<file path="src/sv/interpolation_template_tokenizer_core_assert.svh">
// Assertion macros shared by the template tokenizer RTL.
// Needs a clock named clk and an active-low reset named rst_n in the including module.
`ifndef INTERPOLATION_TEMPLATE_TOKENIZER_CORE_ASSERT_SVH
`define INTERPOLATION_TEMPLATE_TOKENIZER_CORE_ASSERT_SVH
`ifndef SYNTHESIS
// Checked only outside reset.
`define ITT_ASSERT(lbl, prop, msg) \
  lbl: assert property (@(posedge clk) disable iff (!rst_n) prop) else $error(msg);
// Checked on every clock edge, reset included.
`define ITT_ASSERT_RST(lbl, prop, msg) \
  lbl: assert property (@(posedge clk) prop) else $error(msg);
`else
`define ITT_ASSERT(lbl, prop, msg)
`define ITT_ASSERT_RST(lbl, prop, msg)
`endif
`endif

</file>
<file path="src/sv/itt_pkg.sv">
// Types and constants for the interpolation template tokenizer.
// No dependencies; used by itt_parser and the top level.
package itt_pkg;

  typedef struct packed {
    logic        opcode;
    logic [20:0] char_code;
  } itt_in_t;

  typedef struct packed {
    logic [20:0] out_char;
    logic [1:0]  out_target;
    logic [2:0]  closed_slice;
    logic [1:0]  status;
    logic [15:0] fail_position;
    logic [15:0] dynamic_count;
  } itt_out_t;

  typedef enum logic [2:0] {
    ST_BASIC   = 3'd0,
    ST_DOLLAR  = 3'd1,
    ST_PAROPEN = 3'd2,
    ST_SYMBOL  = 3'd3,
    ST_EXPR    = 3'd4,
    ST_FORMAT  = 3'd5,
    ST_COLON   = 3'd6
  } itt_state_t;

  typedef enum logic [1:0] {
    TGT_NONE   = 2'd0,
    TGT_TEXT   = 2'd1,
    TGT_BODY   = 2'd2,
    TGT_FORMAT = 2'd3
  } itt_target_t;

  typedef enum logic [2:0] {
    CL_NONE   = 3'd0,
    CL_TEXT   = 3'd1,
    CL_SYMBOL = 3'd2,
    CL_EXPR   = 3'd3,
    CL_FORMAT = 3'd4
  } itt_closed_t;

  typedef enum logic [1:0] {
    STS_RUNNING = 2'd0,
    STS_OK      = 2'd1,
    STS_NODYN   = 2'd2,
    STS_FAIL    = 2'd3
  } itt_status_t;

  localparam logic OP_CHAR = 1'b0;
  localparam logic OP_END  = 1'b1;

  localparam logic [20:0] CH_SPACE  = 21'h20;
  localparam logic [20:0] CH_DOLLAR = 21'h24;
  localparam logic [20:0] CH_LPAREN = 21'h28;
  localparam logic [20:0] CH_RPAREN = 21'h29;
  localparam logic [20:0] CH_COLON  = 21'h3A;
  localparam logic [20:0] CH_LBRACE = 21'h7B;
  localparam logic [20:0] CH_RBRACE = 21'h7D;
  localparam logic [20:0] CH_ASCII_MAX = 21'd127;

  // Letters of the reserved symbol name "self".
  function automatic logic [20:0] self_char(input logic [1:0] idx);
    logic [20:0] ch;
    unique case (idx)
      2'd0:    ch = 21'h73;
      2'd1:    ch = 21'h65;
      2'd2:    ch = 21'h6C;
      default: ch = 21'h66;
    endcase
    return ch;
  endfunction

  function automatic logic is_letter(input logic [20:0] ch);
    return (ch >= 21'h41 && ch <= 21'h5A) || (ch >= 21'h61 && ch <= 21'h7A) ||
           (ch > CH_ASCII_MAX);
  endfunction

  function automatic logic is_alnum(input logic [20:0] ch);
    return (ch >= 21'h30 && ch <= 21'h39) || is_letter(ch);
  endfunction

endpackage

</file>
<file path="src/sv/itt_parser.sv">
// Tokenizer state machine: holds the parse state and computes one result per item.
// Depends on itt_pkg and interpolation_template_tokenizer_core_assert.svh.
`include "interpolation_template_tokenizer_core_assert.svh"

module itt_parser #(
  parameter longint unsigned MAX_LENGTH      = 65535,
  parameter int unsigned     MAX_BRACE_DEPTH = 255
) (
  input  logic              clk,
  input  logic              rst_n,
  input  logic              step,
  input  itt_pkg::itt_in_t  item,
  output itt_pkg::itt_out_t res
);

  localparam int unsigned POS_W = $clog2(MAX_LENGTH + 64'd1);
  localparam int unsigned BD_W  = $clog2(MAX_BRACE_DEPTH + 1);
  localparam logic [POS_W-1:0] POS_MAX = POS_W'(MAX_LENGTH);
  localparam logic [BD_W-1:0]  BD_MAX  = BD_W'(MAX_BRACE_DEPTH);
  localparam logic [2:0] SELF_FULL = 3'd4;
  localparam logic [2:0] SELF_NONE = 3'd5;

  itt_pkg::itt_state_t state_r, state_nxt;
  logic             paren_r, paren_nxt;
  logic [BD_W-1:0]  depth_r, depth_nxt;
  logic             text_ne_r, text_ne_nxt;
  logic             body_ne_r, body_ne_nxt;
  logic             fmt_ne_r, fmt_ne_nxt;
  logic [2:0]       self_idx_r, self_idx_nxt;
  logic [POS_W-1:0] pos_r, pos_nxt;
  logic [15:0]      dyn_r, dyn_nxt;
  logic             failed_r, failed_nxt;
  logic [15:0]      fail_pos_r, fail_pos_nxt;

  logic [20:0] c;
  logic is_dollar, is_lparen, is_rparen, is_colon, is_lbrace, is_rbrace, is_space;
  logic letter, alnum;
  logic len_ovf, chr_fail, new_fail, end_sym, end_bad, is_end;
  logic [BD_W-1:0] depth_dec;
  logic [15:0] dyn_inc, dyn_after, new_fail_pos;
  logic [2:0]  self_start, self_add;
  itt_pkg::itt_closed_t sym_kind;

  // Character classes and shared decode.
  always_comb begin
    c         = item.char_code;
    is_end    = (item.opcode == itt_pkg::OP_END);
    is_dollar = (c == itt_pkg::CH_DOLLAR);
    is_lparen = (c == itt_pkg::CH_LPAREN);
    is_rparen = (c == itt_pkg::CH_RPAREN);
    is_colon  = (c == itt_pkg::CH_COLON);
    is_lbrace = (c == itt_pkg::CH_LBRACE);
    is_rbrace = (c == itt_pkg::CH_RBRACE);
    is_space  = (c == itt_pkg::CH_SPACE);
    letter    = itt_pkg::is_letter(c);
    alnum     = itt_pkg::is_alnum(c);
    len_ovf   = (pos_r >= POS_MAX);
    depth_dec = (depth_r == '0) ? '0 : depth_r - BD_W'(1);
    dyn_inc   = (dyn_r == 16'hFFFF) ? dyn_r : dyn_r + 16'd1;
    sym_kind  = (self_idx_r == SELF_FULL) ? itt_pkg::CL_EXPR : itt_pkg::CL_SYMBOL;
    self_start = (c == itt_pkg::self_char(2'd0)) ? 3'd1 : SELF_NONE;
    self_add  = (self_idx_r < SELF_FULL && c == itt_pkg::self_char(self_idx_r[1:0])) ?
                self_idx_r + 3'd1 : SELF_NONE;

    unique case (state_r)
      itt_pkg::ST_DOLLAR:  chr_fail = !(is_dollar || is_lparen || is_lbrace || letter);
      itt_pkg::ST_PAROPEN: chr_fail = !(is_lbrace || letter);
      itt_pkg::ST_EXPR:    chr_fail = (is_lbrace && depth_r >= BD_MAX) ||
                                      (is_rbrace && depth_dec == '0 && !paren_r && !body_ne_r);
      itt_pkg::ST_FORMAT:  chr_fail = is_rparen && !fmt_ne_r;
      default:             chr_fail = 1'b0;
    endcase

    new_fail     = !is_end && !failed_r && (len_ovf || chr_fail);
    new_fail_pos = len_ovf ? 16'(MAX_LENGTH) : 16'(pos_r);
    // At the end marker a bare symbol still open closes first.
    end_sym      = (state_r == itt_pkg::ST_SYMBOL) && !paren_r;
    end_bad      = !end_sym && (state_r != itt_pkg::ST_BASIC);
    dyn_after    = end_sym ? dyn_inc : dyn_r;
  end

  // Next state.
  always_comb begin
    state_nxt    = state_r;
    paren_nxt    = paren_r;
    depth_nxt    = depth_r;
    text_ne_nxt  = text_ne_r;
    body_ne_nxt  = body_ne_r;
    fmt_ne_nxt   = fmt_ne_r;
    self_idx_nxt = self_idx_r;
    pos_nxt      = pos_r;
    dyn_nxt      = dyn_r;
    failed_nxt   = failed_r;
    fail_pos_nxt = fail_pos_r;
    if (is_end) begin
      state_nxt    = itt_pkg::ST_BASIC;
      paren_nxt    = 1'b0;
      depth_nxt    = '0;
      text_ne_nxt  = 1'b0;
      body_ne_nxt  = 1'b0;
      fmt_ne_nxt   = 1'b0;
      self_idx_nxt = 3'd0;
      pos_nxt      = '0;
      dyn_nxt      = 16'd0;
      failed_nxt   = 1'b0;
      fail_pos_nxt = 16'd0;
    end else if (failed_r) begin
      failed_nxt = 1'b1;
    end else if (new_fail) begin
      failed_nxt   = 1'b1;
      fail_pos_nxt = new_fail_pos;
    end else begin
      pos_nxt = pos_r + POS_W'(1);
      unique case (state_r)
        itt_pkg::ST_BASIC: begin
          if (is_dollar) begin
            state_nxt = itt_pkg::ST_DOLLAR;
          end else begin
            text_ne_nxt = 1'b1;
          end
        end
        itt_pkg::ST_DOLLAR: begin
          if (is_dollar) begin
            state_nxt   = itt_pkg::ST_BASIC;
            text_ne_nxt = 1'b1;
          end else begin
            text_ne_nxt = 1'b0;
            if (is_lparen) begin
              paren_nxt   = 1'b1;
              state_nxt   = itt_pkg::ST_PAROPEN;
              body_ne_nxt = 1'b0;
            end else if (is_lbrace) begin
              depth_nxt   = BD_W'(1);
              state_nxt   = itt_pkg::ST_EXPR;
              body_ne_nxt = 1'b0;
            end else begin
              state_nxt    = itt_pkg::ST_SYMBOL;
              body_ne_nxt  = 1'b1;
              self_idx_nxt = self_start;
            end
          end
        end
        itt_pkg::ST_PAROPEN: begin
          if (is_lbrace) begin
            depth_nxt   = BD_W'(1);
            state_nxt   = itt_pkg::ST_EXPR;
            body_ne_nxt = 1'b0;
          end else begin
            state_nxt    = itt_pkg::ST_SYMBOL;
            body_ne_nxt  = 1'b1;
            self_idx_nxt = self_start;
          end
        end
        itt_pkg::ST_SYMBOL: begin
          if (paren_r && is_rparen) begin
            dyn_nxt   = dyn_inc;
            paren_nxt = 1'b0;
            state_nxt = itt_pkg::ST_BASIC;
          end else if (paren_r && is_colon) begin
            dyn_nxt    = dyn_inc;
            paren_nxt  = 1'b0;
            state_nxt  = itt_pkg::ST_FORMAT;
            fmt_ne_nxt = 1'b0;
          end else if (alnum) begin
            body_ne_nxt  = 1'b1;
            self_idx_nxt = self_add;
          end else begin
            dyn_nxt     = dyn_inc;
            paren_nxt   = 1'b0;
            state_nxt   = itt_pkg::ST_BASIC;
            text_ne_nxt = 1'b1;
          end
        end
        itt_pkg::ST_EXPR: begin
          if (is_lbrace) begin
            depth_nxt    = depth_r + BD_W'(1);
            body_ne_nxt  = 1'b1;
            self_idx_nxt = self_add;
          end else if (is_rbrace) begin
            depth_nxt = depth_dec;
            if (depth_dec == '0) begin
              dyn_nxt   = dyn_inc;
              paren_nxt = 1'b0;
              if (paren_r) begin
                state_nxt  = itt_pkg::ST_COLON;
                fmt_ne_nxt = 1'b0;
              end else begin
                state_nxt = itt_pkg::ST_BASIC;
              end
            end else begin
              body_ne_nxt  = 1'b1;
              self_idx_nxt = self_add;
            end
          end else begin
            body_ne_nxt  = 1'b1;
            self_idx_nxt = self_add;
          end
        end
        itt_pkg::ST_FORMAT: begin
          if (is_rparen) begin
            paren_nxt = 1'b0;
            state_nxt = itt_pkg::ST_BASIC;
          end else if (!is_space) begin
            fmt_ne_nxt = 1'b1;
          end
        end
        itt_pkg::ST_COLON: begin
          if (is_rparen) begin
            paren_nxt = 1'b0;
            state_nxt = itt_pkg::ST_BASIC;
          end else if (is_colon) begin
            state_nxt = itt_pkg::ST_FORMAT;
          end else if (!is_space) begin
            fmt_ne_nxt = 1'b1;
            state_nxt  = itt_pkg::ST_FORMAT;
          end
        end
        default: begin
          state_nxt = state_r;
        end
      endcase
    end
  end

  // Result fields.
  always_comb begin
    res = '0;
    if (is_end) begin
      if (failed_r) begin
        res.status        = itt_pkg::STS_FAIL;
        res.fail_position = fail_pos_r;
      end else if (end_bad) begin
        res.status        = itt_pkg::STS_FAIL;
        res.fail_position = 16'(pos_r);
      end else if (dyn_after == 16'd0) begin
        res.status = itt_pkg::STS_NODYN;
      end else begin
        res.status        = itt_pkg::STS_OK;
        res.dynamic_count = dyn_after;
        if (end_sym) begin
          res.closed_slice = sym_kind;
        end else if (text_ne_r) begin
          res.closed_slice = itt_pkg::CL_TEXT;
        end
      end
    end else if (failed_r) begin
      res.status        = itt_pkg::STS_FAIL;
      res.fail_position = fail_pos_r;
    end else if (new_fail) begin
      res.status        = itt_pkg::STS_FAIL;
      res.fail_position = new_fail_pos;
    end else begin
      unique case (state_r)
        itt_pkg::ST_BASIC: begin
          if (!is_dollar) begin
            res.out_char   = c;
            res.out_target = itt_pkg::TGT_TEXT;
          end
        end
        itt_pkg::ST_DOLLAR: begin
          if (is_dollar) begin
            res.out_char   = itt_pkg::CH_DOLLAR;
            res.out_target = itt_pkg::TGT_TEXT;
          end else begin
            if (text_ne_r) begin
              res.closed_slice = itt_pkg::CL_TEXT;
            end
            if (!is_lparen && !is_lbrace) begin
              res.out_char   = c;
              res.out_target = itt_pkg::TGT_BODY;
            end
          end
        end
        itt_pkg::ST_PAROPEN: begin
          if (!is_lbrace) begin
            res.out_char   = c;
            res.out_target = itt_pkg::TGT_BODY;
          end
        end
        itt_pkg::ST_SYMBOL: begin
          if (paren_r && (is_rparen || is_colon)) begin
            res.closed_slice = sym_kind;
          end else if (alnum) begin
            res.out_char   = c;
            res.out_target = itt_pkg::TGT_BODY;
          end else begin
            res.closed_slice = sym_kind;
            res.out_char     = c;
            res.out_target   = itt_pkg::TGT_TEXT;
          end
        end
        itt_pkg::ST_EXPR: begin
          if (is_rbrace && depth_dec == '0) begin
            res.closed_slice = itt_pkg::CL_EXPR;
          end else begin
            res.out_char   = c;
            res.out_target = itt_pkg::TGT_BODY;
          end
        end
        itt_pkg::ST_FORMAT: begin
          if (is_rparen) begin
            res.closed_slice = itt_pkg::CL_FORMAT;
          end else if (!is_space) begin
            res.out_char   = c;
            res.out_target = itt_pkg::TGT_FORMAT;
          end
        end
        itt_pkg::ST_COLON: begin
          if (!is_space && !is_rparen && !is_colon) begin
            res.out_char   = c;
            res.out_target = itt_pkg::TGT_FORMAT;
          end
        end
        default: begin
          res.status = itt_pkg::STS_RUNNING;
        end
      endcase
    end
  end

  always_ff @(posedge clk) begin
    if (!rst_n) begin
      state_r    <= itt_pkg::ST_BASIC;
      paren_r    <= 1'b0;
      depth_r    <= '0;
      text_ne_r  <= 1'b0;
      body_ne_r  <= 1'b0;
      fmt_ne_r   <= 1'b0;
      self_idx_r <= 3'd0;
      pos_r      <= '0;
      dyn_r      <= 16'd0;
      failed_r   <= 1'b0;
      fail_pos_r <= 16'd0;
    end else if (step) begin
      state_r    <= state_nxt;
      paren_r    <= paren_nxt;
      depth_r    <= depth_nxt;
      text_ne_r  <= text_ne_nxt;
      body_ne_r  <= body_ne_nxt;
      fmt_ne_r   <= fmt_ne_nxt;
      self_idx_r <= self_idx_nxt;
      pos_r      <= pos_nxt;
      dyn_r      <= dyn_nxt;
      failed_r   <= failed_nxt;
      fail_pos_r <= fail_pos_nxt;
    end
  end

  // A failure holds until the end marker of the template is processed.
  `ITT_ASSERT(a_fail_sticky, failed_r && !(step && is_end) |=> failed_r, "failure flag lost")
  // Every slice close clears paren mode, so plain text never sees it set.
  `ITT_ASSERT(a_basic_no_paren, state_r == itt_pkg::ST_BASIC |-> !paren_r, "paren mode in text")
  `ITT_ASSERT(a_end_resets, step && is_end |=> state_r == itt_pkg::ST_BASIC && pos_r == '0,
              "end marker did not reset")
  `ITT_ASSERT(a_pos_bound, pos_r <= POS_MAX, "character position past limit")

endmodule

</file>
<file path="src/sv/interpolation_template_tokenizer_core.sv">
// Top level of the interpolation template tokenizer: input register, parser, result register.
// Depends on itt_pkg, itt_parser and interpolation_template_tokenizer_core_assert.svh.
//
//   channel  | ports                           | moves per transfer
//   ---------+---------------------------------+----------------------------------------
//   input    | in_valid, in_stall, in_data     | one character or end marker
//   result   | out_valid, out_stall, out_data  | one result for each input item
//
// One item per cycle unless out_stall holds; items pass input register, then result register.
// The parser state advances when the registered item moves into the result register.
// Synchronous active-low reset returns the parse state to plain text with all counters clear.
// A stalled result holds the item behind it; input stalls only when both registers are full.
`include "interpolation_template_tokenizer_core_assert.svh"

module interpolation_template_tokenizer_core #(
  parameter longint unsigned MAX_LENGTH      = 65535,
  parameter int unsigned     MAX_BRACE_DEPTH = 255
) (
  input  logic              clk,
  input  logic              rst_n,
  input  logic              in_valid,
  output logic              in_stall,
  input  itt_pkg::itt_in_t  in_data,
  output logic              out_valid,
  input  logic              out_stall,
  output itt_pkg::itt_out_t out_data
);

  logic              s1_valid_r, s1_valid_nxt;
  itt_pkg::itt_in_t  s1_data_r;
  logic              out_valid_r, out_valid_nxt;
  itt_pkg::itt_out_t out_data_r;
  itt_pkg::itt_out_t step_res;
  logic              s1_adv, in_xfer;

  always_comb begin
    s1_adv   = s1_valid_r && (!out_valid_r || !out_stall);
    in_stall = s1_valid_r && !s1_adv;
    in_xfer  = in_valid && !in_stall;
    s1_valid_nxt  = in_xfer || (s1_valid_r && !s1_adv);
    out_valid_nxt = s1_adv || (out_valid_r && out_stall);
  end

  itt_parser #(
    .MAX_LENGTH      (MAX_LENGTH),
    .MAX_BRACE_DEPTH (MAX_BRACE_DEPTH)
  ) u_parser (
    .clk   (clk),
    .rst_n (rst_n),
    .step  (s1_adv),
    .item  (s1_data_r),
    .res   (step_res)
  );

  always_ff @(posedge clk) begin
    if (!rst_n) begin
      s1_valid_r  <= 1'b0;
      out_valid_r <= 1'b0;
    end else begin
      s1_valid_r  <= s1_valid_nxt;
      out_valid_r <= out_valid_nxt;
    end
  end

  always_ff @(posedge clk) begin
    if (in_xfer) begin
      s1_data_r <= in_data;
    end
    if (s1_adv) begin
      out_data_r <= step_res;
    end
  end

  assign out_valid = out_valid_r;
  assign out_data  = out_data_r;

  `ITT_ASSERT_RST(a_rst_empty, !rst_n |=> !out_valid_r && !s1_valid_r, "valid after reset")
  `ITT_ASSERT(a_adv_fills, s1_adv |=> out_valid_r, "advanced item missing from result register")
  `ITT_ASSERT(a_stall_full, in_stall |-> s1_valid_r && out_valid_r, "input stalled with room")
  // A failing result never carries a character or a closed slice.
  `ITT_ASSERT(a_fail_clean, out_valid_r && out_data_r.status == itt_pkg::STS_FAIL |->
              out_data_r.out_target == itt_pkg::TGT_NONE &&
              out_data_r.closed_slice == itt_pkg::CL_NONE, "fail result carries payload")

endmodule

</file>
<file path="config.mk">
export PLATFORM = sky130hd
export DESIGN_NAME = interpolation_template_tokenizer_core
export DESIGN_NICKNAME = d
export VERILOG_FILES = /design/src/sv/itt_pkg.sv /design/src/sv/itt_parser.sv /design/src/sv/interpolation_template_tokenizer_core.sv
export VERILOG_INCLUDE_DIRS = /design/src /design/src/sv
export SDC_FILE = /design/constraint.sdc
export NUM_CORES = 1
export LEC_CHECK = 0
export BUFFER_PORTS_ARGS = -buffer_cell sky130_fd_sc_hd__buf_4
export CORE_AREA = 2 2 142 158
export DETAILED_ROUTE_END_ITERATION = 10
export DIE_AREA = 0 0 144 160
export PLACE_DENSITY = 0.69
export SLEW_MARGIN = 20
export SYNTH_ARGS = -nofsm -noshare
export SYNTH_HDL_FRONTEND = slang
export SYNTH_SLANG_ARGS = --single-unit
</file>
<file path="constraint.sdc">
create_clock -name clk -period 10.1 [get_ports clk]
set_clock_uncertainty 0.05 [all_clocks]
set_input_delay 2.02 -clock clk [delete_from_list [all_inputs] [get_ports clk]]
set_output_delay 2.02 -clock clk [all_outputs]
set_load 0.1 [all_outputs]
</file>
==> results_dict.tcl <==
set metrics [dict create \
    dr_wl_met2_um 11400 \
    top_layer "met4" \
    min_to "u_parser.fail_pos_r[5]$_SDFFE_PN0P_" \
    timing.slew.headroom 0.321 \
    ios 88 \
    root_buffer "clkbuf_16" \
    fp-row-count 57 \
    worstSkewPairLatency_ns 0.43 \
    drt_iter0_markers 673 \
    route.detailed.drc 0 \
    fillers 2125 \
    fin_tns_setup_ns 0 \
    peakVddDrop_uv 115 \
    required_ns 8.03 \
    postCtsSetupRepairBufs 0 \
    outcome "complete, no violations" \
    grt_overflow 0 \
    ant_nets 0 \
    post_drt_wl_per_cell_um 17.6 \
    syn_area_mm2 0.00849 \
    synth-async-reset-ratio 0 \
    finish.net_count 1026 \
    hold_buffers 0 \
    grt_usage 0.200 \
    die_h_um 160 \
    holdPathStages 2 \
    path_clk_slew_ns 0.07 \
    fin_crit_sh 0.469 \
    hold_path_class "reg2reg" \
    drive_gt1_frac 0.153 \
    grt_pass1_vias 6926 \
    cts_made_buffers 17 \
    cp_max_fo 3 \
    critPathKind "in2out" \
    syn-num-nets 983 \
    final_cell_mix "nand2_1, buf_4, nor2_1" \
    synth_edf_count 82 \
    cp-start-kind "input pin" \
    grt_antenna_before_repair 0 \
    num_antenna_cells 0 \
    core_mm2 0.0216 \
    r2r_end "out_data[34]$_DFFE_PP_" \
    floorplan.die_area_mm2 0.0230 \
    fp.dieW_um 144 \
    cap_viol_max_count 0 \
    io_buffers 87 \
    cts_tree "yes" \
    r2r_cells 8 \
    synth_cells 949 \
    areaGrowthSynthToFinish_pct 16.1 \
    fin_crit_ns 4.73 \
    p_leak_nw 3.45 \
    gp_congestion 0.947 \
    synth_ff_type "edfxtp_1" \
    setup_viol 0 \
    power_w 0.00148 \
    powerDensity_mw_per_mm2 150 \
    dp_hpwl_um 16100 \
    fmax_ghz 0.211 \
    cts_buffer_depth 2 \
    hold_ws_ns 0.408 \
    yosys_warnings 0 \
    start_util 0.393 \
    grt_pass1_wl_um 36500 \
    via_count 7539 \
    cts.sinks 151 \
    htreeDepth 4 \
    avgSynthCellArea_um2 8.95 \
    hold_start "u_parser.fail_pos_r[5]$_SDFFE_PN0P_" \
    end_kind "output port" \
    instances_no_fill 1300 \
    worstMarginPinSlew_ns 1.01 \
    slew_violations 0 \
    cp.arrival_ns 2.66 \
    met3_length_um 1110 \
    r2r_slack_ns 5.52 \
    grt_max_degree 66 \
    first_pass_iters 5 \
    met1Wirelength_um 9810 \
    r2r_start "s1_data_r[8]$_DFFE_PP_" \
    place_inst 1268 \
    finalWirelength_um 22900 \
    cts_resized 0 \
    vias_per_cell 5.80 \
    hold_viol 0 \
    synth-seq-cells 151 \
    yosysUniqueCellTypes 75 \
    rsz0062_at_grt "false" \
    yosysSeqAreaShare 0.453 \
]
==> area by class of cell <==
class                           count  area [um^2]  share of cell area
Multi-Input combinational cell    703         4280               0.434
Inverter                           23         86.3             0.00876
Clock inverter                     15          139              0.0141
Sequential cell                   151         3840               0.390
Clock buffer                       17          425              0.0431
Timing Repair Buffer               96          721              0.0731
Tap cell                          295          369              0.0374
==> worst max-delay path: stages <==
cell,delay [ns]
buf_4,0.09
and3_1,0.23
buf_4,0.32
==> through the flow <==
stage | util | instance area [um^2] | setup WS [ns]
floorplan | - | 8490 | 5.11
global placement | 0.430 | 9280 | 5.42
finish | 0.456 | 9860 | 5.37
global route | 0.456 | 9860 | 5.12
detailed placement | 0.430 | 9290 | 5.41
CTS | 0.456 | 9850 | 5.41
==> logic make-up after synthesis <==
logic type                 count (synthesis)  synth area share
and+or+nand+nor                          442             0.275
adders and majority gates                  8            0.0118
xor gates and xnor gates                  27            0.0279
AOI/OAI and AO/OA                        214             0.173
muxes                                     12            0.0143
buffers and inverters                     95            0.0452
DFF                                      151             0.453
==> where the power goes <==
group	total, W	leakage, nW	internal (W)	switching [W]
Clock	0.000611	0.277	0.000326	0.000285
Combinational	0.000187	1.84	0.0000438	0.000143
Sequential	0.000681	1.34	0.000668	0.0000139
==> Yosys cell counts (4+ instances only) <==
library cell	instances	area share
a211oi_1	5	0.0044
a21o_1	4	0.0035
a21oi_1	43	0.025
a22o_1	25	0.026
a22oi_1	4	0.0035
a311oi_1	5	0.0052
a31o_2	4	0.0041
a31oi_1	22	0.016
and2_1	26	0.019
and3_1	14	0.010
and4_1	6	0.0062
buf_2	7	0.0041
clkbuf_1	59	0.026
dfxtp_1	69	0.16
edfxtp_1	82	0.29
ha_1	8	0.012
inv_1	23	0.010
mux2i_1	11	0.013
nand2_1	96	0.042
nand2b_1	12	0.0088
nand3_1	48	0.028
nand3b_1	8	0.0071
nand4_1	21	0.015
nor2_1	93	0.041
nor2b_1	8	0.0059
nor3_1	33	0.019
nor3b_1	7	0.0062
nor4_1	17	0.013
o211ai_1	13	0.011
o21ai_0	40	0.024
o22ai_1	6	0.0044
or2_2	6	0.0044
or3_1	12	0.0088
or4_1	12	0.011
or4b_2	5	0.0059
xnor2_1	22	0.023
xor2_1	5	0.0052
==> worst max path at each step <==
stage                      startpoint                              end  slack (ns)
2_1_floorplan               out_stall  u_parser.pos_r[15]$_SDFFE_PN0P_        5.11
3_3_place_gp                out_stall                         in_stall        5.42
3_5_place_dp                out_stall                         in_stall        5.41
4_1_cts                     out_stall                         in_stall        5.41
5_1_grt        s1_data_r[9]$_DFFE_PP_           out_data[34]$_DFFE_PP_        5.12
6_report                    out_stall                         in_stall        5.37
==> state kept, by name (all words and copies together) (netlist names) <==
| register | cells |
|---|---|
| u_parser.state_r | 3 |
| u_parser.pos_r | 16 |
| u_parser.fail_pos_r | 16 |
| u_parser.body_ne_r | 1 |
| u_parser.failed_r | 1 |
| u_parser.fmt_ne_r | 1 |
| out_data | 60 |
| u_parser.self_idx_r | 3 |
| u_parser.paren_r | 1 |
| u_parser.text_ne_r | 1 |
| s1_valid_r | 1 |
| s1_data_r | 22 |
| out_valid | 1 |
| u_parser.depth_r | 8 |
| u_parser.dyn_r | 16 |
==> layer usage <==
layer | GRT usage | up-vias
met2 | 0.330 | 277
met4 | 0.0762 | 0
met1 | 0.262 | 3593
li1 | - | 3623
met3 | 0.0309 | 46
met5 | 0 | -
Power figures use the tool's default switching activity.
